<file path="src/wrm_pkg.sv">
// Shared constants, types and register codes for the wildcard pattern matcher.
`timescale 1ns / 1ps

package wrm_pkg;

   // Longest pattern the row memory can hold.
   localparam int MaxPattern = 32;

   // Pattern register file: four 64-bit registers of eight bytes each.
   localparam int PatWords = 4;
   localparam int WordW    = 64;
   localparam int PatBytes = 32;
   localparam int PatIdxW  = 5;

   localparam int LenW    = 6;
   localparam int CsrIdxW = 3;

   // Position in the row (0 to MaxPattern) and row memory address.
   localparam int PosW  = $clog2(MaxPattern + 1);
   localparam int AddrW = $clog2(MaxPattern);

   localparam logic [7:0] StarByte = 8'h2A;
   localparam logic [7:0] DotByte  = 8'h2E;

   typedef logic [PosW-1:0]  pos_type;
   typedef logic [AddrW-1:0] addr_type;
   typedef logic [7:0]       byte_type;

   typedef enum logic [CsrIdxW-1:0] {
      CsrLength = 3'd0,
      CsrBytes0 = 3'd1,
      CsrBytes1 = 3'd2,
      CsrBytes2 = 3'd3,
      CsrBytes3 = 3'd4
   } csr_idx_type;

   // What the pattern registers show the scan sequencer.
   typedef struct packed {
      pos_type  used_len;
      byte_type pos_byte;
   } pat_view_type;

endpackage

</file>
<file path="src/wrm_ram.sv">
// Generic single-write, single-read synchronous RAM with registered read data.
`timescale 1ns / 1ps

module wrm_ram #(
   parameter int Width = 1,
   parameter int Depth = 32
) (
   input  logic                     clock,
   input  logic                     wr_en,
   input  logic [$clog2(Depth)-1:0] wr_addr,
   input  logic [Width-1:0]         wr_data,
   input  logic [$clog2(Depth)-1:0] rd_addr,
   output logic [Width-1:0]         rd_data
);

   logic [Width-1:0] mem_ff [Depth];
   logic [Width-1:0] rd_data_ff;

   always_ff @(posedge clock) begin
      if (wr_en) begin
         mem_ff[wr_addr] <= wr_data;
      end
      rd_data_ff <= mem_ff[rd_addr];
   end

   assign rd_data = rd_data_ff;

endmodule

</file>
<file path="src/wrm_pattern_regs.sv">
// Pattern length and pattern byte registers with a per-position byte lookup.
`timescale 1ns / 1ps

module wrm_pattern_regs
   import wrm_pkg::*;
(
   input  logic               clock,
   input  logic               reset,
   input  logic               csr_we,
   input  logic [CsrIdxW-1:0] csr_index,
   input  logic [WordW-1:0]   csr_wdata,
   input  addr_type           pat_pos,
   output pat_view_type       pat_view
);

   localparam int IdxW = (AddrW > PatIdxW) ? AddrW : PatIdxW;

   logic [LenW-1:0]  len_ff;
   logic [WordW-1:0] word_ff [PatWords];
   logic [IdxW-1:0]  pos_x;

   always_ff @(posedge clock) begin
      if (reset) begin
         len_ff <= '0;
         for (int w = 0; w < PatWords; w++) begin
            word_ff[w] <= '0;
         end
      end else if (csr_we) begin
         unique case (csr_idx_type'(csr_index))
            CsrLength: len_ff     <= csr_wdata[LenW-1:0];
            CsrBytes0: word_ff[0] <= csr_wdata;
            CsrBytes1: word_ff[1] <= csr_wdata;
            CsrBytes2: word_ff[2] <= csr_wdata;
            CsrBytes3: word_ff[3] <= csr_wdata;
            default: ;
         endcase
      end
   end

   // Lengths above the row size are clamped; bytes beyond the registers read as zero.
   always_comb begin
      pos_x = IdxW'(pat_pos);
      if (int'(len_ff) > MaxPattern) begin
         pat_view.used_len = PosW'(MaxPattern);
      end else begin
         pat_view.used_len = PosW'(len_ff);
      end
      if (int'(pos_x) < PatBytes) begin
         pat_view.pos_byte = word_ff[pos_x[PatIdxW-1:3]][{pos_x[2:0], 3'b000} +: 8];
      end else begin
         pat_view.pos_byte = '0;
      end
   end

endmodule

</file>
<file path="src/wrm_scan.sv">
// Row update sequencer: walks the pattern positions through the row memory.
`timescale 1ns / 1ps

module wrm_scan
   import wrm_pkg::*;
(
   input  logic         clock,
   input  logic         reset,
   input  logic         req_valid,
   output logic         req_ready,
   input  byte_type     text_byte,
   input  logic         first_byte,
   input  logic         last_byte,
   input  logic         empty_text,
   output logic         rsp_valid,
   input  logic         rsp_ready,
   output logic         matched,
   output logic         final_result,
   output addr_type     pat_pos,
   input  pat_view_type pat_view
);

   typedef enum logic [1:0] {
      StIdle,
      StScan,
      StDone
   } state_type;

   state_type state_ff;
   pos_type   pos_ff;        // row position whose stored bit arrives this cycle
   pos_type   valid_cnt_ff;  // row bits above this count read as zero
   byte_type  char_ff;
   byte_type  prev_pat_ff;   // pattern byte one position back
   logic      first_ff;
   logic      last_ff;
   logic      empty_ff;
   logic      prev_lo_ff;    // old row bit one position back
   logic      cur_m1_ff;
   logic      cur_m2_ff;
   logic      empty_m1_ff;   // empty-text row, one and two positions back
   logic      empty_m2_ff;
   logic      match_ff;
   logic      rsp_valid_ff;
   logic      rsp_match_ff;
   logic      rsp_final_ff;

   pos_type   pos_m1;
   addr_type  rd_addr;
   logic      rd_bit;
   logic      wr_en;
   byte_type  pat_byte;
   logic      is_star;
   logic      lit_hit;
   logic      rep_hit;
   logic      empty_bit;
   logic      prev_bit;
   logic      cur_bit;
   logic      last_pos;
   logic      out_free;
   logic      load_rsp;
   logic      accept;

   assign pos_m1   = pos_ff - 1'b1;
   assign pat_pos  = pos_m1[AddrW-1:0];
   assign pat_byte = pat_view.pos_byte;
   assign rd_addr  = (state_ff == StScan) ? pos_ff[AddrW-1:0] : '0;
   assign wr_en    = (state_ff == StScan) && !empty_ff;
   assign accept   = (state_ff == StIdle) && req_valid;
   assign out_free = !rsp_valid_ff || rsp_ready;
   assign load_rsp = (state_ff == StDone) && out_free;
   assign last_pos = (pos_ff == pat_view.used_len);

   wrm_ram #(
      .Width (1),
      .Depth (MaxPattern)
   ) u_row_ram (
      .clock   (clock),
      .wr_en   (wr_en),
      .wr_addr (pos_m1[AddrW-1:0]),
      .wr_data (cur_bit),
      .rd_addr (rd_addr),
      .rd_data (rd_bit)
   );

   // One cell of the row: the new bit depends on the old bit here and one back,
   // and on the new bit two back for a starred byte.
   always_comb begin
      is_star   = (pat_byte == StarByte);
      lit_hit   = (char_ff == pat_byte) || (pat_byte == DotByte);
      rep_hit   = (char_ff == prev_pat_ff) || (prev_pat_ff == DotByte);
      empty_bit = empty_m2_ff && is_star;
      if (first_ff) begin
         prev_bit = empty_bit;
      end else begin
         prev_bit = (pos_ff <= valid_cnt_ff) && rd_bit;
      end
      if (is_star) begin
         // A star at the first position has nothing to repeat and never matches.
         cur_bit = (pos_ff != pos_type'(1)) && ((prev_bit && rep_hit) || cur_m2_ff);
      end else begin
         cur_bit = lit_hit && prev_lo_ff;
      end
   end

   always_ff @(posedge clock) begin
      if (reset) begin
         state_ff     <= StIdle;
         valid_cnt_ff <= '0;
         rsp_valid_ff <= 1'b0;
      end else begin
         // A result taken at the same edge as a new one is loaded stays valid.
         if (rsp_valid_ff && rsp_ready && !load_rsp) begin
            rsp_valid_ff <= 1'b0;
         end
         unique case (state_ff)
            StIdle: begin
               if (accept) begin
                  char_ff     <= text_byte;
                  first_ff    <= first_byte;
                  last_ff     <= last_byte;
                  empty_ff    <= empty_text;
                  pos_ff      <= pos_type'(1);
                  prev_lo_ff  <= first_byte;
                  cur_m1_ff   <= 1'b0;
                  cur_m2_ff   <= 1'b0;
                  empty_m1_ff <= 1'b1;
                  empty_m2_ff <= 1'b0;
                  if (pat_view.used_len == '0) begin
                     match_ff <= empty_text;
                     if (!empty_text) begin
                        valid_cnt_ff <= '0;
                     end
                     state_ff <= StDone;
                  end else begin
                     state_ff <= StScan;
                  end
               end
            end
            StScan: begin
               prev_lo_ff  <= prev_bit;
               cur_m2_ff   <= cur_m1_ff;
               cur_m1_ff   <= cur_bit;
               empty_m2_ff <= empty_m1_ff;
               empty_m1_ff <= empty_bit;
               prev_pat_ff <= pat_byte;
               pos_ff      <= pos_ff + 1'b1;
               if (last_pos) begin
                  match_ff <= empty_ff ? empty_bit : cur_bit;
                  if (!empty_ff) begin
                     valid_cnt_ff <= pat_view.used_len;
                  end
                  state_ff <= StDone;
               end
            end
            StDone: begin
               if (out_free) begin
                  rsp_valid_ff <= 1'b1;
                  rsp_match_ff <= match_ff;
                  rsp_final_ff <= last_ff || empty_ff;
                  state_ff     <= StIdle;
               end
            end
            default: state_ff <= StIdle;
         endcase
      end
   end

   assign req_ready    = (state_ff == StIdle);
   assign rsp_valid    = rsp_valid_ff;
   assign matched      = rsp_match_ff;
   assign final_result = rsp_final_ff;

endmodule

</file>
<file path="src/wildcard_regex_matcher_unit.sv">
// Top level of the wildcard pattern matcher: stream ports, registers and row sequencer.
`timescale 1ns / 1ps

// This block matches a text, one byte per word on the req_ stream, against a
// stored pattern of literal bytes, '.' for any byte and "x*" for zero or more
// of x. It keeps one row of match bits, one per pattern position, in a small
// one-bit-wide synchronous RAM; for each text byte a sequencer walks the
// positions in order, reading the old bit of one position while writing the
// new bit of the position before it, so no two accesses ever meet at the same
// entry. Every req_ word yields exactly one rsp_ word: bit 0 of rsp_tdata says
// whether the whole pattern matches the text seen since the last word marked
// as a first byte, and rsp_tlast marks the result for the last byte of the
// text or for a word flagged as empty text. A word is accepted in the idle
// state, then the scan state walks the RAM one pattern position at a time
// (no walk for an empty pattern), then the done state hands the result to the
// output register. The next word is accepted while the previous result still
// waits in that register. Row bits above the length used by the last byte
// read as zero through a fill count, so no clearing pass follows reset.
// Pattern registers may be written only while the block is idle; a write
// takes effect at once, and a text in progress continues against the new
// pattern. A leading '*' never matches.

module wildcard_regex_matcher_unit
   import wrm_pkg::*;
(
   input  logic               clock,
   input  logic               reset,
   input  logic               req_tvalid,
   output logic               req_tready,
   input  logic [7:0]         req_tdata,   // [7:0] text_byte
   input  logic [1:0]         req_tuser,   // [0] first_byte, [1] empty_text
   input  logic               req_tlast,   // last_byte
   output logic               rsp_tvalid,
   input  logic               rsp_tready,
   output logic [7:0]         rsp_tdata,   // [0] matched, [7:1] zero
   output logic               rsp_tlast,   // final_result
   input  logic               csr_we,
   input  logic [CsrIdxW-1:0] csr_index,
   input  logic [WordW-1:0]   csr_wdata
);

   addr_type     pat_pos;
   pat_view_type pat_view;
   logic         matched;

   wrm_pattern_regs u_pattern_regs (
      .clock     (clock),
      .reset     (reset),
      .csr_we    (csr_we),
      .csr_index (csr_index),
      .csr_wdata (csr_wdata),
      .pat_pos   (pat_pos),
      .pat_view  (pat_view)
   );

   wrm_scan u_scan (
      .clock        (clock),
      .reset        (reset),
      .req_valid    (req_tvalid),
      .req_ready    (req_tready),
      .text_byte    (req_tdata),
      .first_byte   (req_tuser[0]),
      .last_byte    (req_tlast),
      .empty_text   (req_tuser[1]),
      .rsp_valid    (rsp_tvalid),
      .rsp_ready    (rsp_tready),
      .matched      (matched),
      .final_result (rsp_tlast),
      .pat_pos      (pat_pos),
      .pat_view     (pat_view)
   );

   assign rsp_tdata = {7'b0000000, matched};

endmodule

</file>
<file path="config.mk">
export PLATFORM = sky130hd
export DESIGN_NAME = wildcard_regex_matcher_unit
export DESIGN_NICKNAME = d
export VERILOG_FILES = /design/src/wrm_pkg.sv /design/src/wrm_ram.sv /design/src/wrm_pattern_regs.sv /design/src/wrm_scan.sv /design/src/wildcard_regex_matcher_unit.sv
export SDC_FILE = /design/constraint.sdc
export NUM_CORES = 1
export LEC_CHECK = 0
export ABC_AREA = 1
export BUFFER_PORTS_ARGS = -buffer_cell sky130_fd_sc_hd__buf_2
export CELL_PAD_IN_SITES_DETAIL_PLACEMENT = 1
export CELL_PAD_IN_SITES_GLOBAL_PLACEMENT = 2
export CORE_AREA = 8 8 225 227
export DETAILED_ROUTE_END_ITERATION = 10
export DIE_AREA = 0 0 233 235
export GPL_ROUTABILITY_DRIVEN = 0
export PLACE_DENSITY = 0.87
export SLEW_MARGIN = 10
export SYNTH_ARGS = -nofsm -noshare
export SYNTH_HDL_FRONTEND = slang
export SYNTH_SLANG_ARGS = --single-unit
export TNS_END_PERCENT = 50
</file>
<file path="constraint.sdc">
create_clock -name clock -period 8 [get_ports clock]
set_input_delay 2 -clock clock [delete_from_list [all_inputs] [get_ports clock]]
set_output_delay 2 -clock clock [all_outputs]
set_load 0.01 [all_outputs]
</file>
Word-level counts from Yosys, hierarchy flattened
Memories as Yosys holds them, arrays and structs flattened. A register that Yosys moved wholly into a read port is not among the register bits.
Index checks and enable logic that the tools add are counted.
W data, S select, Z words.

word-level totals
  bits in registers = 48
  latch bits = 0
  RAM bits = 288
  bits in read-only memories = 0
  output and inout port bits = 11
  logic and storage cells = 136
  memories kept = 2

memories
  memory                   words  width  rd ports  clocked after memory_dff  write ports  line                    RTL
  u_pattern_regs.word_ff   4      64     1         0                         4            wrm_pattern_regs.sv:19  logic [WordW-1:0] word_ff [PatWords];
  u_scan.u_row_ram.mem_ff  32     1      1         1                         1            wrm_ram.sv:16           logic [Width-1:0] mem_ff [Depth];

cells by class
  add/subtract/negate cells = 2
  multipliers = 0
  divide/modulo/power cells = 0
  magnitude comparators = 2
  eq/ne operators = 19
  shifts and indexed selects = 1
  muxes and demuxes = 57
  bitwise gates (word level) = 5
  reductions and logical operators = 30

operator list
  operator               count
  $mux W64               4
  $shiftx A64 B7 Y8      1
  $mux W6                7
  $mux W1                32
  $eq A8 B6 Y1 const B   3
  $pmux W6 S2            2
  $eq A8 B8 Y1           2
  $pmux W1 S2            6
  $reduce_and A3 Y1      4
  $logic_and A1 B1 Y1    10
  $mux W2                4
  $ne A2 B1 Y1 const B   4
  $add A6 B1 Y6 const B  1
  $eq A3 B2 Y1 const B   2
  $eq A6 B6 Y1           1
  $gt A6 B6 Y1 const B   1
  $le A6 B6 Y1           1
  $logic_not A6 Y1       1
  $ne A6 B1 Y1 const B   1
  $pmux W2 S3            1
  $reduce_and A6 Y1      1
  $logic_or A1 B1 Y1     5
  $mux W5                1
  $reduce_and A5 Y1      1
  13 further kinds       20

Depth between registers and ports, before layout
Gate-level depths: netlist of the first run.
An unclocked memory read counts as a cell.

  word-level depth = 13
  depth in mapped cells = 24
  gate-level depth less buffers = 21

Cells and area by module
Synthesis of the first run repeated with hierarchy kept, for this count alone.

unflattened totals
  cell total of the unflattened synthesis = 1680
  area, all modules = 16069.2 µm²

modules (own cells, without submodules)
  module                       instances  cells each  area each (µm²)  seq. area each (µm²)
  wrm_pattern_regs             1          1258        12180.4          7807.5
  wrm_scan                     1          253         2272.2           1171.1
  wrm_ram                      1          160         1552.7           980.9
  wildcard_regex_matcher_unit  1          9           63.8             0.0

Worst setup path before layout of the first run
Ideal clock, no wire load.

  path type = in2reg
  start point = input port csr_we
  end point = memory u_pattern_regs.word_ff[1][0] (enable)
  library setup time = 0.582 ns
  data arrival time = 7.058 ns
  required time = 7.418 ns
  setup slack = 0.360 ns
  stages on the path = 4
  path through = inv_1 > nor2_1 > inv_1 > o31ai_1

RTL lines
  item             line                               RTL
  start, declared  wildcard_regex_matcher_unit.sv:37  input logic csr_we,
  end, declared    wrm_pattern_regs.sv:19

Final worst setup path of the first run
  start point = register u_scan.pos_ff[0]
  end point = memory u_scan.u_row_ram.mem_ff[16] (data pin)

on the way
  cells in the longest elaborated chain, start to end = 10
  elaborated cells on any way between the ends = 17
  those cells by class = add/sub: 1; order compare: 1; eq/ne: 4; shift: 1; mux: 2; reduce/logical: 7; memory: 1

ends and longest elaborated chain
  item                      line                    RTL
  start, declared           wrm_scan.sv:30          pos_type pos_ff;
  start signal, assigned    wrm_scan.sv:122         pos_ff <= pos_type'(1);
  start signal, assigned    wrm_scan.sv:146         pos_ff <= pos_ff + 1'b1;
  $sub A5 B1 Y5             wrm_scan.sv:63          assign pos_m1 = pos_ff - 1'b1;
  $mem_v2 Z4 W64            --
  $shiftx A64 B7 Y8         wrm_pattern_regs.sv:49  pat_view.pos_byte = word_ff[pos_x[PatIdxW-1:3]][{pos_x[2:0], 3'b000} +: 8];
  $eq A8 B6 Y1              wrm_scan.sv:88          is_star = (pat_byte == StarByte);
  $logic_and A1 B1 Y1       wrm_scan.sv:91          empty_bit = empty_m2_ff && is_star;
  $mux W1                   wrm_scan.sv:92          if (first_ff) begin
  $logic_and A1 B1 Y1       wrm_scan.sv:99          cur_bit = (pos_ff != pos_type'(1)) && ((prev_bit && rep_hit) || cur_m2_ff);
  $logic_or A1 B1 Y1        wrm_scan.sv:99
  $logic_and A1 B1 Y1       wrm_scan.sv:99
  $mux W1 *                 wrm_scan.sv:97          if (is_star) begin
  named net u_scan.cur_bit  wrm_scan.sv:57          logic cur_bit;
  end, declared             wrm_ram.sv:16

The timed path passes the listed nets; every way through them passes the cells marked *.

==> metrics.yaml, run 1 <==
worst_setup_path:
  worst_r2r_path_depth: 18
  end_kind: "flop"
  crit_fanout: 65
  cp.required_ns: 8.22
  rr_startpoint: "u_scan.pos_ff[0]"
  reg2reg_to: "u_scan.u_row_ram.mem_ff[16]"
  critical-path-max-stage-delay_ns: 0.68
  critical_path.cell_chain: "inv_4 > nand3_2 > nand2_4 > buf_4 > nand2_1 > nand2_1 > nand2_1 > nand3_1 > nand3_1 > nand3_1 > nand2_1 > xor2_1 > nand2_1 > nor2_1 > nand2_1 > nand2_1 > nand2_1 > nand2_1"
  crit_path_start: "u_scan.pos_ff[0]"
  worst_path_max_delay_cell: "nand2_1"
  arrival_ns: 5.26
  start_kind: "flop"
  reg2reg_setup_slack_ns: 2.96
  critPathCapture: "u_scan.u_row_ram.mem_ff[16]"
  cpMostUsedCell: "nand2_1"
  critical_path_class: "flop to flop"
power_and_ir_drop:
  internal_power_w: 0.00313
  p_switching_w: 0.00118
  power.leakage_nw: 7.82
  combPwrFrac_pct: 13.8
  vdd_drop_max_mv: 0.153
  switching_share_pct: 27.4
  p_per_area_nw_per_um2: 234
  seqPwrFrac_pct: 48.5
  fin_total_pwr_w: 0.00430
  p_clk_share_pct: 37.7
clock_tree:
  ctsLongestPathBuffers: 3
  tritoncts: "done"
  post_cts_resized: 0
  cts.sinks: 337
  clkTransAtPathRegs_ns: 0.06
  clock_latency_ns: 0.56
  postCtsSetupBuffers: 0
  cts_hold_buf: 0
  htreeDepth: 2
  clock-root-buffer: "clkbuf_16"
  numCtsBuffers: 39
grt:
  grt_pass1_wl_mm: 76.6
  antenna_found_initial: 0
  grt_overflow: 0
  gr-usage-all-layers_pct: 17.9
  grt_pass1_vias: 13300
  grt_start_max_net_pins: 67
detailed_routing:
  antenna_left: 0
  wl_met2_mm: 23.4
  initialDrtViolationCount: 751
  route.detailed.drc: 0
  avgViaCountPerCell: 5.00
  post_drt_wl_per_cell_um: 19.7
  firstDrtPassIters: 5
  wl_met3_mm: 2.37
  routed_wl_mm: 49.0
  num_vias: 12470
  top_layer: "met4"
  wl_met1_mm: 22.1
die:
  die-height_um: 235
  dieArea_um2: 54800
  die_w_um: 233
  core-area_um2: 47100
  ioPinCount: 94
  initial_core_util_pct: 34.6
  fp-row-count: 80
timing:
  finalMaxSlewViolations: 0
  fmax_ghz: 0.198
  hold_slack_ns: 0.473
  finalCritPeriodShare_pct: 63.1
  hold_viol: 0
  fin_setup_tns_ns: 0
  worst_slew_pin_slew_ns: 1.13
  slew_headroom_pct: 24.5
  rsz0062_at_grt: "false"
  clock_skew_ns: 0.0193
  min_period_ns: 5.04
  finalSetupViolCount: 0
yosys:
  yosysWarnings: 0
  synth_edf_count: 321
  synth-async-reset-ratio_pct: 0
  ys_seq_elements: 337
  ys_seq_area_share_pct: 61.1
  synth_area_um2: 16300
  ys_types: 47
  syn_inst: 1794
  synthFlopType: "edfxtp_1"
  avgSynthCellArea_um2: 9.09
place:
  dpl-instance-area_um2: 17200
  io_buffers: 86
  dp.final_hpwl_mm: 29.6
layout:
  syn2layout_area_growth_pct: 12.6
  postLayoutCellArea_um2: 18400
  drive_gt1_share_pct: 9.69
  diodes: 0
  nNetsFinal: 1948
  final_util_pct: 38.9
run:
  maxCapViolations: 0
hold_path:
  hp-class: "flop to flop"
status:
  status: "finished, final reports clean"
-- how the worst min path moves through the flow --
stage	start	to	cells after the start
floorplan	u_scan.match_ff	u_scan.matched	0
global route	u_scan.match_ff	u_scan.matched	0
CTS	u_scan.valid_cnt_ff[3]	u_scan.valid_cnt_ff[3]	2
detailed placement	u_scan.match_ff	u_scan.matched	0
finish	u_scan.valid_cnt_ff[3]	u_scan.valid_cnt_ff[3]	2
global placement	u_scan.valid_cnt_ff[1]	u_scan.valid_cnt_ff[1]	2
-- cells in the mapped netlist, types with 4 or more instances --
master	count	share of area (%)
o21ai_1	18	0.55
edfxtp_1	321	59
or2_2	7	0.27
dfxtp_1	16	2.0
nor3_1	5	0.15
nor2_1	324	7.5
nand3_1	142	4.4
inv_1	195	4.5
xnor2_1	5	0.27
buf_2	29	0.89
a21oi_1	24	0.74
ha_1	12	0.92
nand4_1	12	0.46
buf_4	16	0.74
nand2_1	537	12
o211ai_1	4	0.18
nand2_2	10	0.38
buf_1	4	0.092
o21ai_0	14	0.43
xor2_1	8	0.43
o221ai_1	8	0.43
buf_6	8	0.55
clkbuf_1	35	0.81
-- power groups by stage --
stage	clock [W]	sequential [W]	combinational [W]
finish	0.00162	0.00209	0.000594
global route	0.00172	0.00210	0.000669
CTS	0.00166	0.00209	0.000602
detailed placement	0	0.00212	0.000598
global placement	0	0.00212	0.000584
floorplan	0	0.00211	0.000410
-- kinds of logic (layout without fill, tap and decap cells) --
kind of cell,count (synthesis),count (layout),share of synthesized area (%)
DFF,337,337,61.1
AOI/OAI and AO/OA,90,90,3.40
xor gates and xnor gates,14,14,0.798
other,1,7,0.0230
buffers and inverters,292,371,7.70
adders and majority gates,12,12,0.921
and+or+nand+nor,1048,1048,26.1
-- worst max-delay path, delay by kind of cell (launching register included) --
| family | cells | cell delay [ns] |
|---|---|---|
| DFF | 1 | 0.43 |
| buffers and inverters | 2 | 1.18 |
| and+or+nand+nor | 15 | 2.80 |
| xor gates and xnor gates | 1 | 0.21 |
-- routing by layer --
layer | vias to the layer above | GRT usage (%)
li1 | 5890 | -
met3 | 62 | 2.81
met5 | - | 0
met4 | 0 | 5.59
met1 | 6241 | 23.9
met2 | 277 | 29.4
-- area by class of cell --
cell class                      instances  area, um2
Tap cell                              615        769
Multi-Input combinational cell       1171       5180
Clock buffer                           55       1060
Sequential cell                       337       9960
Inverter                              200        753
Timing Repair Buffer                  104        566
Fill cell                            5465      28800
Clock inverter                         12       71.3
-- registers in the layout (all words and copies together), names as in the netlist, 2 cells and up --
signal                   count
u_scan.u_row_ram.mem_ff     32
u_scan.prev_pat_ff           8
u_pattern_regs.word_ff     256
u_scan.char_ff               8
u_scan.state_ff              2
u_scan.pos_ff                6
u_pattern_regs.len_ff        6
u_scan.valid_cnt_ff          6
-- placed cells by master, fill, tap and decap left out, types with 18 or more instances in the layout --
master / instances
nand3_1: 142
edfxtp_1: 321
buf_4: 18
inv_1: 195
buf_2: 86
nor2_1: 323
a21oi_1: 24
nand2_1: 536
clkbuf_16: 40
o21ai_1: 18
-- stage by stage --
stage	std cells	setup WS, ns
2_1_floorplan	1800	0.360
3_3_place_gp	2427	2.96
3_5_place_dp	2427	2.93
4_1_cts	2494	2.92
5_1_grt	2494	2.45
6_report	2494	2.96
(Power assumes the default switching activity.)
==> run 2: changes to the inputs <==
--- a/config.mk
+++ b/config.mk
@@ -9,11 +9,11 @@
 export BUFFER_PORTS_ARGS = -buffer_cell sky130_fd_sc_hd__buf_2
 export CELL_PAD_IN_SITES_DETAIL_PLACEMENT = 1
 export CELL_PAD_IN_SITES_GLOBAL_PLACEMENT = 2
-export CORE_AREA = 8 8 225 227
+export CORE_AREA = 8 8 214 216
 export DETAILED_ROUTE_END_ITERATION = 10
-export DIE_AREA = 0 0 233 235
+export DIE_AREA = 0 0 222 224
 export GPL_ROUTABILITY_DRIVEN = 0
-export PLACE_DENSITY = 0.87
+export PLACE_DENSITY = 0.91
 export SLEW_MARGIN = 10
 export SYNTH_ARGS = -nofsm -noshare
 export SYNTH_HDL_FRONTEND = slang
==> constraint.sdc (replaced) <==
create_clock -name clock -period 5.1 [get_ports clock]
set_input_delay 1.275 -clock clock [delete_from_list [all_inputs] [get_ports clock]]
set_output_delay 1.275 -clock clock [all_outputs]
set_load 0.01 [all_outputs]
==> run 2 against run 1 <==
  * Non-clock buffer count up 8
  * Sequential power increased by 56%
  * Core utilization rose by 4.5 points
  * Register-to-register slack lost 2.0 ns
  * Critical endpoint is now u_scan.match_ff
  * Largest power group unchanged
==> metrics.yaml, run 2 (same netlist as run 1, synthesis figures left out) <==
grt:
  gr-usage-all-layers_pct: 19.4
  grt_overflow: 0
  antenna_found_initial: 0
  grt_pass1_vias: 13593
  grt_start_max_net_pins: 67
  grt_pass1_wl_mm: 75.9
detailed_routing:
  avgViaCountPerCell: 5.15
  initialDrtViolationCount: 856
  routed_wl_mm: 48.7
  route.detailed.drc: 0
  firstDrtPassIters: 5
  num_vias: 12543
  post_drt_wl_per_cell_um: 20.0
  antenna_left: 0
timing:
  slew_headroom_pct: 24.8
  finalSetupViolCount: 0
  finalCritPeriodShare_pct: 80.9
  finalMaxSlewViolations: 0
  hold_viol: 0
  rsz0062_at_grt: "false"
  fin_setup_tns_ns: 0
  hold_slack_ns: 0.481
  setup_slack_ns: 0.972
  worst_slew_pin_slew_ns: 1.13
  clock_skew_ns: 0.0189
  fmax_ghz: 0.242
  min_period_ns: 4.13
clock_tree:
  ctsLongestPathBuffers: 3
  postCtsSetupBuffers: 0
  clkTransAtPathRegs_ns: 0.06
  clock_latency_ns: 0.56
  clock-root-buffer: "clkbuf_16"
  htreeDepth: 2
  cts_hold_buf: 0
  tritoncts: "done"
  numCtsBuffers: 39
  cts.sinks: 337
  post_cts_resized: 0
worst_setup_path:
  arrival_ns: 4.55
  start_kind: "flop"
  end_kind: "flop"
  crit_fanout: 42
  critical_path_class: "flop to flop"
  cp.required_ns: 5.52
die:
  dieArea_um2: 49700
  die-height_um: 224
  ioPinCount: 94
  initial_core_util_pct: 38.3
  core-area_um2: 42500
  fp-row-count: 76
  die_w_um: 222
place:
  dp.final_hpwl_mm: 29.3
  dp.cells: 2366
  place_ws_ns: 0.889
  io_buffers: 86
status:
  status: "finished, final reports clean"
layout:
  largest_reg_flops: 256
  fill_cells: 4888
  mostFrequentLayoutCells: "536 x nand2_1, 324 x nor2_1, 321 x edfxtp_1"
  nNetsFinal: 1956
  final_util_pct: 43.5
  instances_no_fill: 2437
  reg.largest.list: "u_pattern_regs.word_ff x256, u_scan.u_row_ram.mem_ff x32"
  drive_gt1_share_pct: 10.5
  diodes: 0
  layout_commonest_cell: "nand2_1"
  syn2layout_area_growth_pct: 13.4
  max_flop_register: "u_pattern_regs.word_ff"
power_and_ir_drop:
  p_per_area_nw_per_um2: 376
  seqPwrFrac_pct: 47.1
  p_switching_w: 0.00190
  power.leakage_nw: 7.94
  vdd_drop_max_mv: 0.290
  internal_power_w: 0.00504
  combPwrFrac_pct: 13.8
  switching_share_pct: 27.4
  p_clk_share_pct: 39.1
run:
  maxCapViolations: 0
hold_path:
  hp-class: "flop to flop"
-- run 2: worst max-delay path: stages (launching register included) --
cell	delay, ns
edfxtp_1	0.42
inv_4	0.32
nand2_2	0.12
nand2_2	0.31
nand2_4	0.40
buf_4	0.41
nand2_1	0.10
o21ai_1	0.06
nand2_1	0.07
nand3_1	0.15
nand3_1	0.15
nand3_1	0.10
nand2_1	0.14
nand2_1	0.11
nor2_4	0.15
nand3_2	0.12
nand2_1	0.10
nand3_1	0.07
nand2_1	0.08
nand2_1	0.06
nand2_1	0.06
buf_4	0.29
nand2_1	0.09
nand2_1	0.07
-- run 2: cell type report --
type	instances	area [um2]	area share, %
inverters	200	753	4.08
repair buffers	112	688	3.72
multi-input cells	1171	5170	28.0
well taps	546	683	3.70
clock inverters	22	165	0.894
clock buffers	49	1050	5.71
flip-flops and latches	337	9960	53.9
-- run 2: path summary, 6_finish.rpt --
check,from,slack (ns),to,cells past startpoint
worst max register to register,u_scan.pos_ff[0],0.97,u_scan.match_ff,23
worst max-delay path,u_scan.pos_ff[0],0.97,u_scan.match_ff,23
worst min-delay path,u_scan.valid_cnt_ff[5],0.48,u_scan.valid_cnt_ff[5],2
worst min register to register,u_scan.valid_cnt_ff[5],0.48,u_scan.valid_cnt_ff[5],2
-- run 2: power groups by stage --
stage | Clock (W) | Combinational (W) | Sequential (W)
2_1_floorplan | 0 | 0.000643 | 0.00332
3_3_place_gp | 0 | 0.000931 | 0.00332
3_5_place_dp | 0 | 0.000959 | 0.00333
4_1_cts | 0.00276 | 0.000969 | 0.00327
5_1_grt | 0.00285 | 0.00107 | 0.00329
6_report | 0.00271 | 0.000959 | 0.00327
-- run 2: per-layer routing --
layer	routed length (um)	vias to the layer above	GRT usage [%]
li1	-	5910	-
met1	21200	6236	24.4
met2	23700	332	33.6
met3	2630	65	3.19
met4	1160	0	6.93
met5	0	-	0
-- run 2: metrics by stage --
stage,area (um2),total power (W)
global route,18500,0.00721
CTS,18500,0.00700
global placement,17300,0.00425
finish,18500,0.00694
detailed placement,17300,0.00429
floorplan,16300,0.00396
==> run 3: changes to the inputs <==
==> constraint.sdc (replaced) <==
create_clock -name clock -period 4.3 [get_ports clock]
set_input_delay 1.075 -clock clock [delete_from_list [all_inputs] [get_ports clock]]
set_output_delay 1.075 -clock clock [all_outputs]
set_load 0.01 [all_outputs]
==> run 3 against run 2 <==
  * Core utilization grew 0.31 points
  * Critical path depth decreased by 1
  * Non-clock buffer count rose by 2
  * Register-to-register slack lost 0.61 ns
  * Final cell count grew 0.12%
  * Sequential cell count is the same
  * Largest power group unchanged
  * Clock power up 20%
  * Combinational power increased by 19%
  * Critical endpoint unchanged
  * Critical path type unchanged
==> metrics.yaml, run 3 (same netlist as run 1, synthesis figures left out) <==
status:
  status: "finished, final reports clean"
worst_setup_path:
  crit_path_start: "u_scan.pos_ff[1]"
  reg2reg_to: "u_scan.match_ff"
  rr_startpoint: "u_scan.pos_ff[1]"
  worst_path_max_delay_cell: "edfxtp_1"
  critical_path_class: "flop to flop"
  crit_fanout: 42
  critPathCapture: "u_scan.match_ff"
  crit_cells: 22
  critical-path-max-stage-delay_ns: 0.53
  worst_r2r_path_depth: 22
  cpMostUsedCell: "nand2_1"
  critical_path.cell_chain: "inv_1 > ha_1 > nand2_2 > xor2_4 > inv_2 > buf_12 > nand2_1 > nand3_1 > nand3_1 > nand3_1 > nand2_2 > nand2_1 > nor2_4 > nand3_2 > nand2_1 > nand3_1 > nand2_1 > nand2_1 > nand2_1 > buf_4 > nand2_1 > nand2_1"
  start_kind: "flop"
  cp_top_family: "simple AND/OR/NAND/NOR gates"
  arrival_ns: 4.24
  end_kind: "flop"
  reg2reg_setup_slack_ns: 0.37
  cp.required_ns: 4.60
  path_buf_inv: 4
clock_tree:
  tritoncts: "done"
  clkTransAtPathRegs_ns: 0.06
  cts_hold_buf: 0
  numCtsBuffers: 39
  post_cts_resized: 0
  postCtsSetupBuffers: 0
  htreeDepth: 2
  clock_latency_ns: 0.55
  clock-root-buffer: "clkbuf_16"
  cts.sinks: 337
  ctsLongestPathBuffers: 3
layout:
  largest_reg_flops: 256
  instances_no_fill: 2440
  final_util_pct: 43.8
  reg.largest.list: "u_pattern_regs.word_ff x256, u_scan.u_row_ram.mem_ff x32"
  syn2layout_area_growth_pct: 14.2
  drive_gt1_share_pct: 10.6
  nNetsFinal: 1958
  max_flop_register: "u_pattern_regs.word_ff"
  mostFrequentLayoutCells: "536 x nand2_1, 324 x nor2_1, 321 x edfxtp_1"
  diodes: 0
  layout_commonest_cell: "nand2_1"
detailed_routing:
  antenna_left: 0
  initialDrtViolationCount: 864
  post_drt_wl_per_cell_um: 20.0
  route.detailed.drc: 0
  num_vias: 12557
  firstDrtPassIters: 5
  avgViaCountPerCell: 5.15
  routed_wl_mm: 48.8
die:
  fp-row-count: 76
  die-height_um: 224
  core-area_um2: 42500
  die_w_um: 222
  initial_core_util_pct: 38.3
  ioPinCount: 94
  dieArea_um2: 49700
timing:
  finalCritPeriodShare_pct: 91.5
  fmax_ghz: 0.254
  hold_viol: 0
  rsz0062_at_grt: "false"
  slew_headroom_pct: 44.9
  finalMaxSlewViolations: 0
  fin_setup_tns_ns: 0
  clock_skew_ns: 0.0143
  worst_slew_pin_slew_ns: 0.822
  hold_slack_ns: 0.472
  finalSetupViolCount: 0
  min_period_ns: 3.93
run:
  maxCapViolations: 0
grt:
  antenna_found_initial: 0
  gr-usage-all-layers_pct: 19.6
  grt_pass1_wl_mm: 76.9
  grt_start_max_net_pins: 68
  grt_overflow: 0
  grt_pass1_vias: 13604
place:
  dp.cells: 2368
  dp.final_hpwl_mm: 29.4
  io_buffers: 86
power_and_ir_drop:
  fin_total_pwr_w: 0.00826
  power.leakage_nw: 8.00
  vdd_drop_max_mv: 0.265
  p_per_area_nw_per_um2: 444
hold_path:
  hp-class: "flop to flop"
[run 3: final cells by class]
| cell class | instances | area [um2] |
|---|---|---|
| Clock buffer | 49 | 1030 |
| Clock inverter | 23 | 201 |
| Fill cell | 4871 | 23900 |
| Inverter | 200 | 753 |
| Multi-Input combinational cell | 1171 | 5170 |
| Sequential cell | 337 | 9960 |
| Tap cell | 546 | 683 |
| Timing Repair Buffer | 114 | 803 |
[run 3: worst min-delay path by stage]
stage,start,cells past startpoint,to,slack (ns)
3_5_place_dp,u_scan.match_ff,0,u_scan.matched,0.46
5_1_grt,u_scan.match_ff,0,u_scan.matched,0.49
4_1_cts,u_scan.match_ff,0,u_scan.matched,0.47
3_3_place_gp,u_scan.match_ff,0,u_scan.matched,0.45
6_report,u_scan.match_ff,0,u_scan.matched,0.47
2_1_floorplan,u_scan.match_ff,0,u_scan.matched,0.40
[run 3: where the power goes]
group / internal (W) / total, W / switching, W
clock network: 0.00189 / 0.00324 / 0.00135
registers: 0.00380 / 0.00388 / 0.0000799
logic: 0.000329 / 0.00114 / 0.000814
total: 0.00602 / 0.00826 / 0.00224
[run 3: stage by stage]
step / worst slack, ns / area [um2]
global placement: 0.470 / 17400
CTS: 0.383 / 18600
finish: 0.366 / 18600
floorplan: -0.433 / 16300
global route: 0.0512 / 18600
detailed placement: 0.414 / 17400
[run 3: routing by layer]
metal	GRT usage, %	share of wire, %	wire (um)
met2	33.5	49	23900
met3	3.36	4.6	2260
met1	24.9	44	21300
met5	0	0	0
met4	7.23	2.9	1440
